<file path="src/rtl/core/hdlc_bd_pkg.sv">
// shared types, constants and the crc byte update for the hdlc bit deframer
package hdlc_bd_pkg;

    // result kinds
    typedef enum logic [1:0] {
        EV_BYTE = 2'd0,
        EV_PASS = 2'd1,
        EV_FAIL = 2'd2
    } event_kind_t;

    // where the running crc comes from while an item is worked through
    typedef enum logic [1:0] {
        CRC_SRC_OLD  = 2'd0,
        CRC_SRC_INIT = 2'd1,
        CRC_SRC_NEW  = 2'd2
    } crc_src_t;

    localparam logic [15:0] CRC_INIT    = 16'hFFFF;
    localparam logic [15:0] CRC_RESIDUE = 16'hF0B8;
    localparam logic [15:0] CRC_POLY    = 16'h8408;
    localparam logic [9:0]  MIN_LEN_RESET = 10'd17;
    localparam logic [9:0]  MIN_LEN_FLOOR = 10'd2;
    localparam int          RQ_DEPTH = 2;
    localparam int          RQ_PTR_W = (RQ_DEPTH > 1) ? $clog2(RQ_DEPTH) : 1;
    localparam int          RQ_CNT_W = $clog2(RQ_DEPTH + 1);

    // one result item
    typedef struct packed {
        event_kind_t kind;
        logic [7:0]  data_byte;
        logic [8:0]  byte_position;
        logic [8:0]  frame_length;
        logic [15:0] frame_fcs;
        logic [31:0] good_frame_count;
        logic        last;
    } result_t;

    // reflected crc-16 update over one byte
    function automatic logic [15:0] crc_byte(input logic [15:0] crc_in, input logic [7:0] b);
        logic [15:0] c;
        c = crc_in ^ {8'h00, b};
        for (int i = 0; i < 8; i++)
        begin
            c = c[0] ? ((c >> 1) ^ CRC_POLY) : (c >> 1);
        end
        return c;
    endfunction

endpackage

</file>
<file path="src/rtl/core/hdlc_bd_core.sv">
// bit destuffing, byte assembly, frame close and crc check for one item per cycle while in_fire is high
module hdlc_bd_core #(
    parameter int BUFFER_BYTES = 512
) (
    input  logic                 clk,
    input  logic                 rst_n,
    input  logic                 cfg_wr_en,
    input  logic [9:0]           cfg_wr_data,
    input  logic                 in_fire,
    input  logic [7:0]           line_bits,
    output logic                 res_valid,
    output hdlc_bd_pkg::result_t res
);
    import hdlc_bd_pkg::*;

    localparam int WPW  = $clog2(BUFFER_BYTES);
    localparam int CMPW = (WPW > 10) ? WPW : 10;
    localparam int LENW = (WPW > 9) ? WPW : 9;
    localparam logic [WPW-1:0] WRAP_POS = WPW'(BUFFER_BYTES - 1);

    logic [9:0]     min_len_reg;
    logic [7:0]     shift_byte_reg, shift_byte_next;
    logic [2:0]     bit_count_reg, bit_count_next;
    logic [2:0]     ones_run_reg, ones_run_next;
    logic [WPW-1:0] write_pos_reg, write_pos_next;
    logic [7:0]     recent0_reg, recent0_next;
    logic [7:0]     recent1_reg, recent1_next;
    logic [15:0]    crc_reg, crc_next;
    logic [31:0]    passed_reg, passed_next;

    logic           st_hit, fr_hit, fr_pass;
    logic [7:0]     st_byte;
    logic [WPW-1:0] st_pos, fr_pos;
    logic [15:0]    st_base, fr_base, crc_new, fr_crc;
    logic [15:0]    fr_fcs;
    crc_src_t       fr_src;
    logic [9:0]     min_len;

    // configuration register
    always_ff @(posedge clk or negedge rst_n)
    begin
        if (!rst_n)
            min_len_reg <= MIN_LEN_RESET;
        else if (cfg_wr_en)
            min_len_reg <= cfg_wr_data;
    end

    assign min_len = (min_len_reg < MIN_LEN_FLOOR) ? MIN_LEN_FLOOR : min_len_reg;

    // eight bit steps, msb first
    always_comb
    begin
        logic [7:0]     sb;
        logic [2:0]     bc;
        logic [2:0]     ones;
        logic [WPW-1:0] wp;
        logic [7:0]     rb0, rb1;
        crc_src_t       src;
        logic           bit_in;
        logic           do_store;
        logic           wrapped;

        sb   = shift_byte_reg;
        bc   = bit_count_reg;
        ones = ones_run_reg;
        wp   = write_pos_reg;
        rb0  = recent0_reg;
        rb1  = recent1_reg;
        src  = CRC_SRC_OLD;
        st_hit  = 1'b0;
        st_byte = 8'h00;
        st_pos  = '0;
        st_base = CRC_INIT;
        fr_hit  = 1'b0;
        fr_pos  = '0;
        fr_fcs  = 16'h0000;
        fr_src  = CRC_SRC_OLD;
        fr_base = CRC_INIT;

        for (int j = 0; j < 8; j++)
        begin
            bit_in   = line_bits[7 - j];
            do_store = 1'b0;
            wrapped  = 1'b0;
            if (bit_in)
            begin
                sb = sb | 8'h80;
                if (ones != 3'd7)
                    ones = ones + 3'd1;
                if (ones == 3'd7)
                begin
                    // abort
                    wp  = '0;
                    bc  = 3'd0;
                    src = CRC_SRC_INIT;
                end
                else if (bc == 3'd7)
                    do_store = 1'b1;
                else
                begin
                    bc = bc + 3'd1;
                    sb = sb >> 1;
                end
            end
            else
            begin
                if (ones < 3'd5)
                begin
                    sb = sb & 8'h7F;
                    if (bc == 3'd7)
                        do_store = 1'b1;
                    else
                    begin
                        bc = bc + 3'd1;
                        sb = sb >> 1;
                    end
                end
                else if (ones == 3'd6)
                begin
                    // closing flag
                    if ((CMPW'(wp) >= CMPW'(min_len)) && (bc == 3'd7) && !fr_hit && !st_hit)
                    begin
                        fr_hit  = 1'b1;
                        fr_pos  = wp;
                        fr_fcs  = {rb1, rb0};
                        fr_src  = src;
                        fr_base = (src == CRC_SRC_OLD) ? crc_reg : CRC_INIT;
                    end
                    wp  = '0;
                    bc  = 3'd0;
                    src = CRC_SRC_INIT;
                end
                else if (ones == 3'd7)
                begin
                    wp  = '0;
                    bc  = 3'd0;
                    src = CRC_SRC_INIT;
                end
            end

            // byte store, at most one per item
            if (do_store)
            begin
                st_hit  = 1'b1;
                st_byte = sb;
                st_pos  = wp;
                st_base = (src == CRC_SRC_OLD) ? crc_reg : CRC_INIT;
                src     = CRC_SRC_NEW;
                rb0     = rb1;
                rb1     = sb;
                bc      = 3'd0;
                if (wp == WRAP_POS)
                begin
                    wp      = '0;
                    src     = CRC_SRC_INIT;
                    wrapped = 1'b1;
                end
                else
                    wp = wp + WPW'(1);
                if (wrapped && bit_in)
                    ones = 3'd0;
            end

            if (!bit_in)
                ones = 3'd0;
        end

        shift_byte_next = sb;
        bit_count_next  = bc;
        ones_run_next   = ones;
        write_pos_next  = wp;
        recent0_next    = rb0;
        recent1_next    = rb1;

        // single crc byte update shared by store and check
        crc_new = crc_byte(st_base, st_byte);
        fr_crc  = (fr_src == CRC_SRC_NEW) ? crc_new : fr_base;
        fr_pass = fr_hit && (fr_crc == CRC_RESIDUE);
        case (src)
            CRC_SRC_OLD:  crc_next = crc_reg;
            CRC_SRC_INIT: crc_next = CRC_INIT;
            CRC_SRC_NEW:  crc_next = crc_new;
            default:      crc_next = CRC_INIT;
        endcase
        passed_next = passed_reg + {31'd0, fr_pass};
    end

    // result forming
    always_comb
    begin
        res = '0;
        res.last = 1'b1;
        res.good_frame_count = passed_next;
        if (st_hit)
        begin
            res.kind          = EV_BYTE;
            res.data_byte     = st_byte;
            res.byte_position = 9'(LENW'(st_pos));
        end
        else
        begin
            res.kind         = fr_pass ? EV_PASS : EV_FAIL;
            res.frame_length = 9'(LENW'(fr_pos) - LENW'(2));
            res.frame_fcs    = fr_fcs;
        end
    end

    assign res_valid = in_fire && (st_hit || fr_hit);

    // control state
    always_ff @(posedge clk or negedge rst_n)
    begin
        if (!rst_n)
        begin
            shift_byte_reg <= 8'h00;
            bit_count_reg  <= 3'd0;
            ones_run_reg   <= 3'd0;
            write_pos_reg  <= '0;
            crc_reg        <= CRC_INIT;
            passed_reg     <= 32'd0;
        end
        else if (in_fire)
        begin
            shift_byte_reg <= shift_byte_next;
            bit_count_reg  <= bit_count_next;
            ones_run_reg   <= ones_run_next;
            write_pos_reg  <= write_pos_next;
            crc_reg        <= crc_next;
            passed_reg     <= passed_next;
        end
    end

    // last two stored bytes, no reset
    always_ff @(posedge clk)
    begin
        if (in_fire)
        begin
            recent0_reg <= recent0_next;
            recent1_reg <= recent1_next;
        end
    end

    // saturated ones run always leaves the frame cleared
    a_abort_clears: assert property (@(posedge clk) disable iff (!rst_n)
        (ones_run_reg == 3'd7) |-> (bit_count_reg == 3'd0 && write_pos_reg == '0
                                    && crc_reg == CRC_INIT))
        else $error("abort did not clear the frame");

    // one item never stores a byte and closes a frame together
    a_one_event: assert property (@(posedge clk) disable iff (!rst_n)
        in_fire |-> !(st_hit && fr_hit))
        else $error("byte store and frame close in one item");

    // the good frame count moves only with a passed frame
    a_count_step: assert property (@(posedge clk) disable iff (!rst_n)
        (in_fire && !fr_pass) |=> (passed_reg == $past(passed_reg)))
        else $error("good frame count moved without a passed frame");

endmodule

</file>
<file path="src/rtl/core/hdlc_bd_rfifo.sv">
// small result queue between the bit logic and the output channel
module hdlc_bd_rfifo (
    input  logic                 clk,
    input  logic                 rst_n,
    input  logic                 push,
    input  hdlc_bd_pkg::result_t push_data,
    output logic                 has_room,
    output logic                 out_valid,
    input  logic                 out_ready,
    output hdlc_bd_pkg::result_t out_data
);
    import hdlc_bd_pkg::*;

    result_t              mem_reg [RQ_DEPTH];
    logic [RQ_PTR_W-1:0]  wr_ptr_reg, wr_ptr_next;
    logic [RQ_PTR_W-1:0]  rd_ptr_reg, rd_ptr_next;
    logic [RQ_CNT_W-1:0]  count_reg, count_next;
    logic                 pop;

    assign pop       = out_valid && out_ready;
    assign out_valid = (count_reg != '0);
    assign has_room  = (count_reg < RQ_CNT_W'(RQ_DEPTH));
    assign out_data  = mem_reg[rd_ptr_reg];

    // pointer and fill count update
    always_comb
    begin
        wr_ptr_next = wr_ptr_reg;
        rd_ptr_next = rd_ptr_reg;
        if (push)
            wr_ptr_next = (wr_ptr_reg == RQ_PTR_W'(RQ_DEPTH - 1)) ? '0 : wr_ptr_reg + RQ_PTR_W'(1);
        if (pop)
            rd_ptr_next = (rd_ptr_reg == RQ_PTR_W'(RQ_DEPTH - 1)) ? '0 : rd_ptr_reg + RQ_PTR_W'(1);
        count_next = count_reg + RQ_CNT_W'(push) - RQ_CNT_W'(pop);
    end

    always_ff @(posedge clk or negedge rst_n)
    begin
        if (!rst_n)
        begin
            wr_ptr_reg <= '0;
            rd_ptr_reg <= '0;
            count_reg  <= '0;
        end
        else
        begin
            wr_ptr_reg <= wr_ptr_next;
            rd_ptr_reg <= rd_ptr_next;
            count_reg  <= count_next;
        end
    end

    // entry storage
    always_ff @(posedge clk)
    begin
        if (push)
            mem_reg[wr_ptr_reg] <= push_data;
    end

    a_no_overflow: assert property (@(posedge clk) disable iff (!rst_n)
        push |-> has_room)
        else $error("result pushed into a full queue");

    a_count_bound: assert property (@(posedge clk) disable iff (!rst_n)
        count_reg <= RQ_CNT_W'(RQ_DEPTH))
        else $error("result queue count out of range");

    a_count_track: assert property (@(posedge clk) disable iff (!rst_n)
        (push && !pop) |=> (count_reg == $past(count_reg) + RQ_CNT_W'(1)))
        else $error("result queue count lost a push");

endmodule

</file>
<file path="src/rtl/core/hdlc_bit_deframer.sv">
// hdlc bit deframer top level: destuffing, byte assembly and frame check
// a result is written into the two-entry result queue by the clock edge that accepts its request,
//   and is offered on the output once it reaches the head of the queue
// throughput: one request per cycle while in_ready is high; each request gives at most one result
// in_ready drops only while the two-entry result queue is full
// reset: rst_n asynchronous, clears the bit state, crc to 0xFFFF, counts to zero,
//   min_frame_length to 17; no clearing pass
module hdlc_bit_deframer #(
    parameter int BUFFER_BYTES = 512
) (
    input  logic        clk,
    input  logic        rst_n,
    input  logic        cfg_wr_en,
    input  logic [9:0]  cfg_wr_data,
    input  logic        in_valid,
    output logic        in_ready,
    input  logic [7:0]  line_bits,
    output logic        out_valid,
    input  logic        out_ready,
    output logic [1:0]  event_kind,
    output logic [7:0]  data_byte,
    output logic [8:0]  byte_position,
    output logic [8:0]  frame_length,
    output logic [15:0] frame_fcs,
    output logic [31:0] good_frame_count,
    output logic        last
);
    import hdlc_bd_pkg::*;

    logic    in_fire;
    logic    res_valid;
    logic    has_room;
    result_t res;
    result_t head;

    assign in_ready = has_room;
    assign in_fire  = in_valid && in_ready;

    // bit level work
    hdlc_bd_core #(
        .BUFFER_BYTES (BUFFER_BYTES)
    ) u_core (
        .clk         (clk),
        .rst_n       (rst_n),
        .cfg_wr_en   (cfg_wr_en),
        .cfg_wr_data (cfg_wr_data),
        .in_fire     (in_fire),
        .line_bits   (line_bits),
        .res_valid   (res_valid),
        .res         (res)
    );

    // result queue
    hdlc_bd_rfifo u_rfifo (
        .clk       (clk),
        .rst_n     (rst_n),
        .push      (res_valid),
        .push_data (res),
        .has_room  (has_room),
        .out_valid (out_valid),
        .out_ready (out_ready),
        .out_data  (head)
    );

    // output fields
    assign event_kind       = head.kind;
    assign data_byte        = head.data_byte;
    assign byte_position    = head.byte_position;
    assign frame_length     = head.frame_length;
    assign frame_fcs        = head.frame_fcs;
    assign good_frame_count = head.good_frame_count;
    assign last             = head.last;

endmodule

</file>
<file path="config.mk">
export PLATFORM = sky130hd
export DESIGN_NAME = hdlc_bit_deframer
export DESIGN_NICKNAME = d
export VERILOG_FILES = /design/src/rtl/core/hdlc_bd_pkg.sv /design/src/rtl/core/hdlc_bd_core.sv /design/src/rtl/core/hdlc_bd_rfifo.sv /design/src/rtl/core/hdlc_bit_deframer.sv
export SDC_FILE = /design/constraint.sdc
export NUM_CORES = 1
export LEC_CHECK = 0
export ABC_CLOCK_PERIOD_IN_PS = 57300
export BUFFER_PORTS_ARGS = -buffer_cell sky130_fd_sc_hd__buf_2
export CORE_ASPECT_RATIO = 1.25
export CORE_MARGIN = 2
export CORE_UTILIZATION = 60
export DETAILED_ROUTE_END_ITERATION = 10
export PLACE_DENSITY = 0.78
export SETUP_SLACK_MARGIN = 0.1
export SKIP_CTS_REPAIR_TIMING = 1
export SLEW_MARGIN = 25
export SYNTH_ARGS = -nofsm -noshare
export SYNTH_HDL_FRONTEND = slang
export SYNTH_SLANG_ARGS = --single-unit
</file>
<file path="constraint.sdc">
create_clock -name clk -period 57.3 [get_ports clk]
set_input_delay 8.595 -clock clk [delete_from_list [all_inputs] [get_ports clk]]
set_output_delay 8.595 -clock clk [all_outputs]
set_load 0.02 [all_outputs]
</file>
; Word-level counts from Yosys, hierarchy flattened
; Memories as Yosys holds them, arrays and structs flattened.
; Cells that the tools add are included.
[word_totals]
output_inout_bits = 79
wordCells = 723
ff_bits = 101
mem_bits_rw = 152
mem_count = 1
inputBits = 23
[op_classes]
add_sub_neg = 30
magnitude_cmp = 18
n_mux = 534
bitwise = 10
n_eq_ne = 51
n_reduce_logical = 67
[memory_table]
columns = memory, words, width, rd, rd_ports_with_merged_regs, wr, line
row1 = u_rfifo.mem_reg, 2, 76, 1, 0, 1, hdlc_bd_rfifo.sv:14  ; result_t mem_reg [RQ_DEPTH];
[op_table]
columns = operator, n
row1 = two-way mux 16 bit, 96
row2 = two-way mux 9 bit, 96
row3 = two-way mux 8 bit, 56
row4 = two-way mux 3 bit, 96
row5 = two-way mux 2 bit, 84
row6 = == test 3 bit (second input constant), 32
row7 = two-way mux 1 bit, 94
row8 = greater-or-equal comparator 9 x 10 -> 1 bit, 8
row9 = adder 9 x 1 -> 9 bit (second input constant), 8
row10 = == test 9 bit (second input constant), 8
row11 = two-way mux 7 bit, 8
row12 = adder 3 x 1 -> 3 bit (second input constant), 16
row13 = logical AND 1 bit, 34
row14 = adder 32 x 1 -> 32 bit, 1
row15 = zero test 2 bit, 16
row16 = case mux 16 bit (2 select lines), 1
row17 = two-way mux 25 bit, 1
row18 = < comparator 3 bit (second input constant), 8
row19 = inequality test 3 bit (second input constant), 8
row20 = inverter 2 -> 3 bit, 8
row21 = two-way mux 17 bit, 1
row22 = == test 16 bit (second input constant), 1
row23 = bitwise XOR 16 x 8 -> 16 bit, 1
row24 = zero test 1 bit, 14
row25 = 12 further kinds, 14

; Logic depth before layout (Yosys ltp)
[depth]
word_depth = 122
depth_mapped = 142

; Modules after synthesis
; From an unflattened synthesis, not the netlist that was laid out.
[unflattened]
cells_unflattened = 2520
hier_area_um2 = 22181.3
[by_module_without_submodules]
columns = mod, instances, seq_area_each_um2, area_each_um2, cells_each
row1 = hdlc_bd_core, 1, 2504.9, 16343.2, 2262
row2 = hdlc_bd_rfifo, 1, 4724.5, 5831.8, 257
row3 = hdlc_bit_deframer, 1, 0.0, 6.3, 1

; Worst setup path before layout
; OpenSTA, ideal clock, no wires.
[synth_timing]
path_kind = in2reg
startpoint = input line_bits[7]
endpoint = memory u_rfifo.mem_reg[0][0] (netlist name), enable pin
slack_ns = 23.421
arrival_ns = 33.359
stages = 118
required_ns = 56.780
setup_ns = 0.520
path_cell_list = or3_4 o211ai_4 clkbuf_1 and2_1 ha_1 nand3_1 a211oi_1 and4_1 ha_1 nand4_1 nand3_1 inv_1 ha_1 clkbuf_1 nor3_1 a21o_1 nor2_1 nor2_1 [82 not listed] and2_1 clkbuf_1 nor2_1 ha_1 nor2b_1 o21ai_0 nand2b_1 a21oi_1 nor2b_1 o21ai_0 nand2b_1 a21oi_1 or3b_2 or4_1 nor4_2 buf_2 o41a_1 nor2b_1
[synth_between]
elab_chain_len = 97
[synth_lines]
columns = item, line
row1 = start: declaration, hdlc_bit_deframer.sv:17  ; input logic [7:0] line_bits,
row2 = branches (longest 93 deep; another with adder 3 x 1 -> 3 bit), -
row3 = logical OR 1 bit (*), hdlc_bd_core.sv:208  ; assign res_valid = in_fire && (st_hit || fr_hit);
row4 = logical AND 1 bit (*), hdlc_bd_core.sv:208
row5 = net res_valid, hdlc_bit_deframer.sv:31  ; logic res_valid;
row6 = two-way mux 1 bit (*), hdlc_bd_rfifo.sv:56  ; if (push)
row7 = two-way mux 1 bit (not written as such) (*), hdlc_bd_rfifo.sv:57  ; mem_reg[wr_ptr_reg] <= push_data;
row8 = end: declaration, hdlc_bd_rfifo.sv:14
; Mark *: on every way through the listed nets, which the timed path passes. The select of a mux whose other input is x is not followed.

==> impl_metrics.csv <==
group,metric,value,unit
outcome,run_status,"complete, no violations",
critical_path,rr_worst_depth,124,
sta,fin_skew,0.02474,ns
finish,final_common_cell,"nand2_1",
place,io_buffer_count,100,
flow_run,maxCapViolations,0,
synth,ys_types,133,
sta,timing.fmax,0.02638,GHz
synth,syn_inst,2476,
critical_path,crit_arrival,38.26,ns
sta,tightest_slew,1.107,ns
finish,diodes,0,
drt,drt_iter0_markers,2840,
sta,rsz0062_at_grt,"no",
die,row_count,78,
critical_path,crit_required,57.65,ns
drt,drt_first_pass_iters,8,
clock_tree,clkLatencyLatePin,0.54,ns
sta,fin_crit,37.91,ns
place,gp_congestion,1.088,
die,dieArea,38110,sq um
die,die_y,217.8,um
synth,syn-cell-area,21930,sq um
sta,hold_viol,0,
sta,finalSetupViolCount,0,
synth,async_reset_ff_share,33.33,%
critical_path,critical_path_class,"input pin to flop",
drt,routed_wirelength,80.60,mm
synth,syn-num-nets,2616,
sta,tns,0,ns
min_path,min_to,"u_core.shift_byte_reg[0]",
die,core,36210,sq um
critical_path,critPathLaunchType,"input pin",
synth,syn_area_per_cell,8.857,sq um
drt,drt-vias-per-instance,7.079,
finish,nNetsFinal,2647,
clock_tree,clock-sinks,252,
drt,drc_errors,0,
global_routing,grt_pass1_vias,20100,
drt,vias,21270,
clock_tree,ctsHtreeMaxLevel,1,
critical_path,timing.rr.end,"u_rfifo.mem_reg[0][27]",
critical_path,rr_startpoint,"u_core.ones_run_reg[0]",
synth,yosys_warnings,0,
global_routing,grt_antenna_before_repair,0,
finish,fillers,2913,
min_path,hp-start,"u_core.shift_byte_reg[0]",
clock_tree,cts_buffers,24,
sta,slew_headroom,26.19,%
finish,final_layout_size_suffix_gt1_share,15.84,%
place,post-place-ws,19.77,ns
synth,synth-seq-cells,252,
synth,synth_flop_cell,"edfxtp_1",
die,start_util,60.57,%
critical_path,end_kind,"flop",
critical_path,cpMostUsedCell,"ha_1",
global_routing,overflow,0,
global_routing,grt_pass1_wl,121.8,mm
drt,ant_nets,0,
finish,areaGrowthSynthToFinish,7.879,%
critical_path,critPathSlowestCell,"a21oi_1",
drt,wl_per_cell,26.82,um
sta,slew_viol_final,0,
clock_tree,cts_tree,"yes",
place,dp_hpwl,59.75,mm
die,die_w,175,um
clock_tree,clk_pin_slew_worst_paths,0.07,ns
global_routing,track_usage,41.59,%
sta,holdWs,0.4970,ns
critical_path,r2r_slack,26.46,ns
clock_tree,root_buffer,"clkbuf_16",
critical_path,slowest_delay,0.79,ns
finish,largest_reg_flops,152,
min_path,hold_class,"flop to flop",
synth,synth_edf_count,168,
synth,yosysSeqAreaShare,32.69,%
critical_path,path_max_fanout,23,
global_routing,grt_max_degree,78,
clock_tree,clockBufferDepth,3,
sta,setup_ws,19.39,ns
min_path,hold_path_depth,2,
critical_path,worstSetupStartpoint,"line_bits[7]",
die,ioPinCount,102,
sta,timing.final.crit_share,66.16,%
finish,final_cell_mix,"245 x nand2_1, 237 x nor2_1, 169 x a21oi_1, 168 x edfxtp_1, 158 x o21ai_0",
==> layout make-up <==
type | instances | area, sq um | share of cell area [%]
clock buffer | 29 | 650.6 | 2.750
clock inverter | 15 | 175.2 | 0.7404
inverter | 84 | 320.3 | 1.354
multi-input combinational | 2005 | 13920 | 58.82
sequential | 252 | 7173 | 30.32
tap | 480 | 600.6 | 2.538
timing repair buffer | 140 | 823.3 | 3.480
==> per-stage QoR <==
| stage | instance area [sq um] | instances | utilization (%) |
|---|---|---|---|
| after floorplan | 21930 | 2476 | - |
| after CTS | 23630 | 3004 | 65.25 |
| after detailed placement | 22800 | 2960 | 62.97 |
| final | 23660 | 3005 | 65.34 |
| after global routing | 23660 | 3005 | 65.34 |
| after global placement | 22790 | 2960 | 62.94 |
==> how the worst max path moves through the flow <==
| stage | endpoint | slack [ns] |
|---|---|---|
| global route | u_rfifo.mem_reg[1][27] | 16.80 |
| floorplan | u_rfifo.mem_reg[0][0] | 23.42 |
| detailed placement | u_rfifo.mem_reg[0][27] | 19.77 |
| finish | u_rfifo.mem_reg[0][27] | 19.39 |
| global placement | u_rfifo.mem_reg[0][27] | 21.00 |
| CTS | u_rfifo.mem_reg[1][27] | 20.03 |
==> critical path: cells and delay by family <==
kind            cells  cell delay, ns
simple gates       70           16.51
compound gates     22            5.75
xor+xnor            1            0.27
fa+ha+maj          20            6.11
buf+inv            10            1.02
==> per-layer routing <==
layer | vias to the layer above | GRT usage [%] | share of wire [%]
li1 | 9357 | - | -
met1 | 10170 | 54.43 | 39
met2 | 1396 | 65.18 | 44
met3 | 353 | 7.287 | 10
met4 | 0 | 23.78 | 7.3
met5 | - | 0 | 0
==> cells by family (layout without fill, tap and decap cells) <==
family	count (synthesis)	count (layout)	share of synthesized area [%]
AO/OA/AOI/OAI	703	703	22.27
other	1	1	0.01710
AND/OR/NAND/NOR	903	903	20.81
adder cells (fa/ha/maj)	118	118	6.721
flip-flops	252	252	32.69
multiplexers	167	167	8.284
XOR/XNOR	113	113	5.095
buffers and inverters	219	268	4.119
==> cells in the mapped netlist (12+ instances only) <==
cell	number	area [sq um]
a211oi_1	32	240.2
a21o_1	30	225.2
a21oi_1	170	850.8
a221o_1	15	150.1
a221oi_1	22	192.7
a31oi_1	15	93.84
and2_1	33	206.5
and3_1	27	168.9
buf_1	17	63.81
buf_2	24	120.1
clkbuf_1	85	319.1
dfrtp_1	66	1652
dfstp_2	18	473.0
edfxtp_1	168	5045
ha_1	117	1464
inv_1	78	292.8
mux2_2	105	1182
mux2i_1	60	600.6
nand2_1	245	919.6
nand2b_1	36	225.2
nand3_1	60	300.3
nand4_1	29	181.4
nor2_1	238	893.4
nor2b_1	25	156.4
nor3_1	71	355.3
nor4_1	20	125.1
o211ai_1	45	337.8
o21a_1	27	202.7
o21ai_0	158	790.8
o21ai_1	14	70.07
or3_1	20	125.1
or4_1	12	90.09
xnor2_1	53	464.2
xor2_1	50	437.9
Power is left out: the tool's default activity adds up to more than one toggle a clock period on the data nets, which glitch-free logic cannot reach.
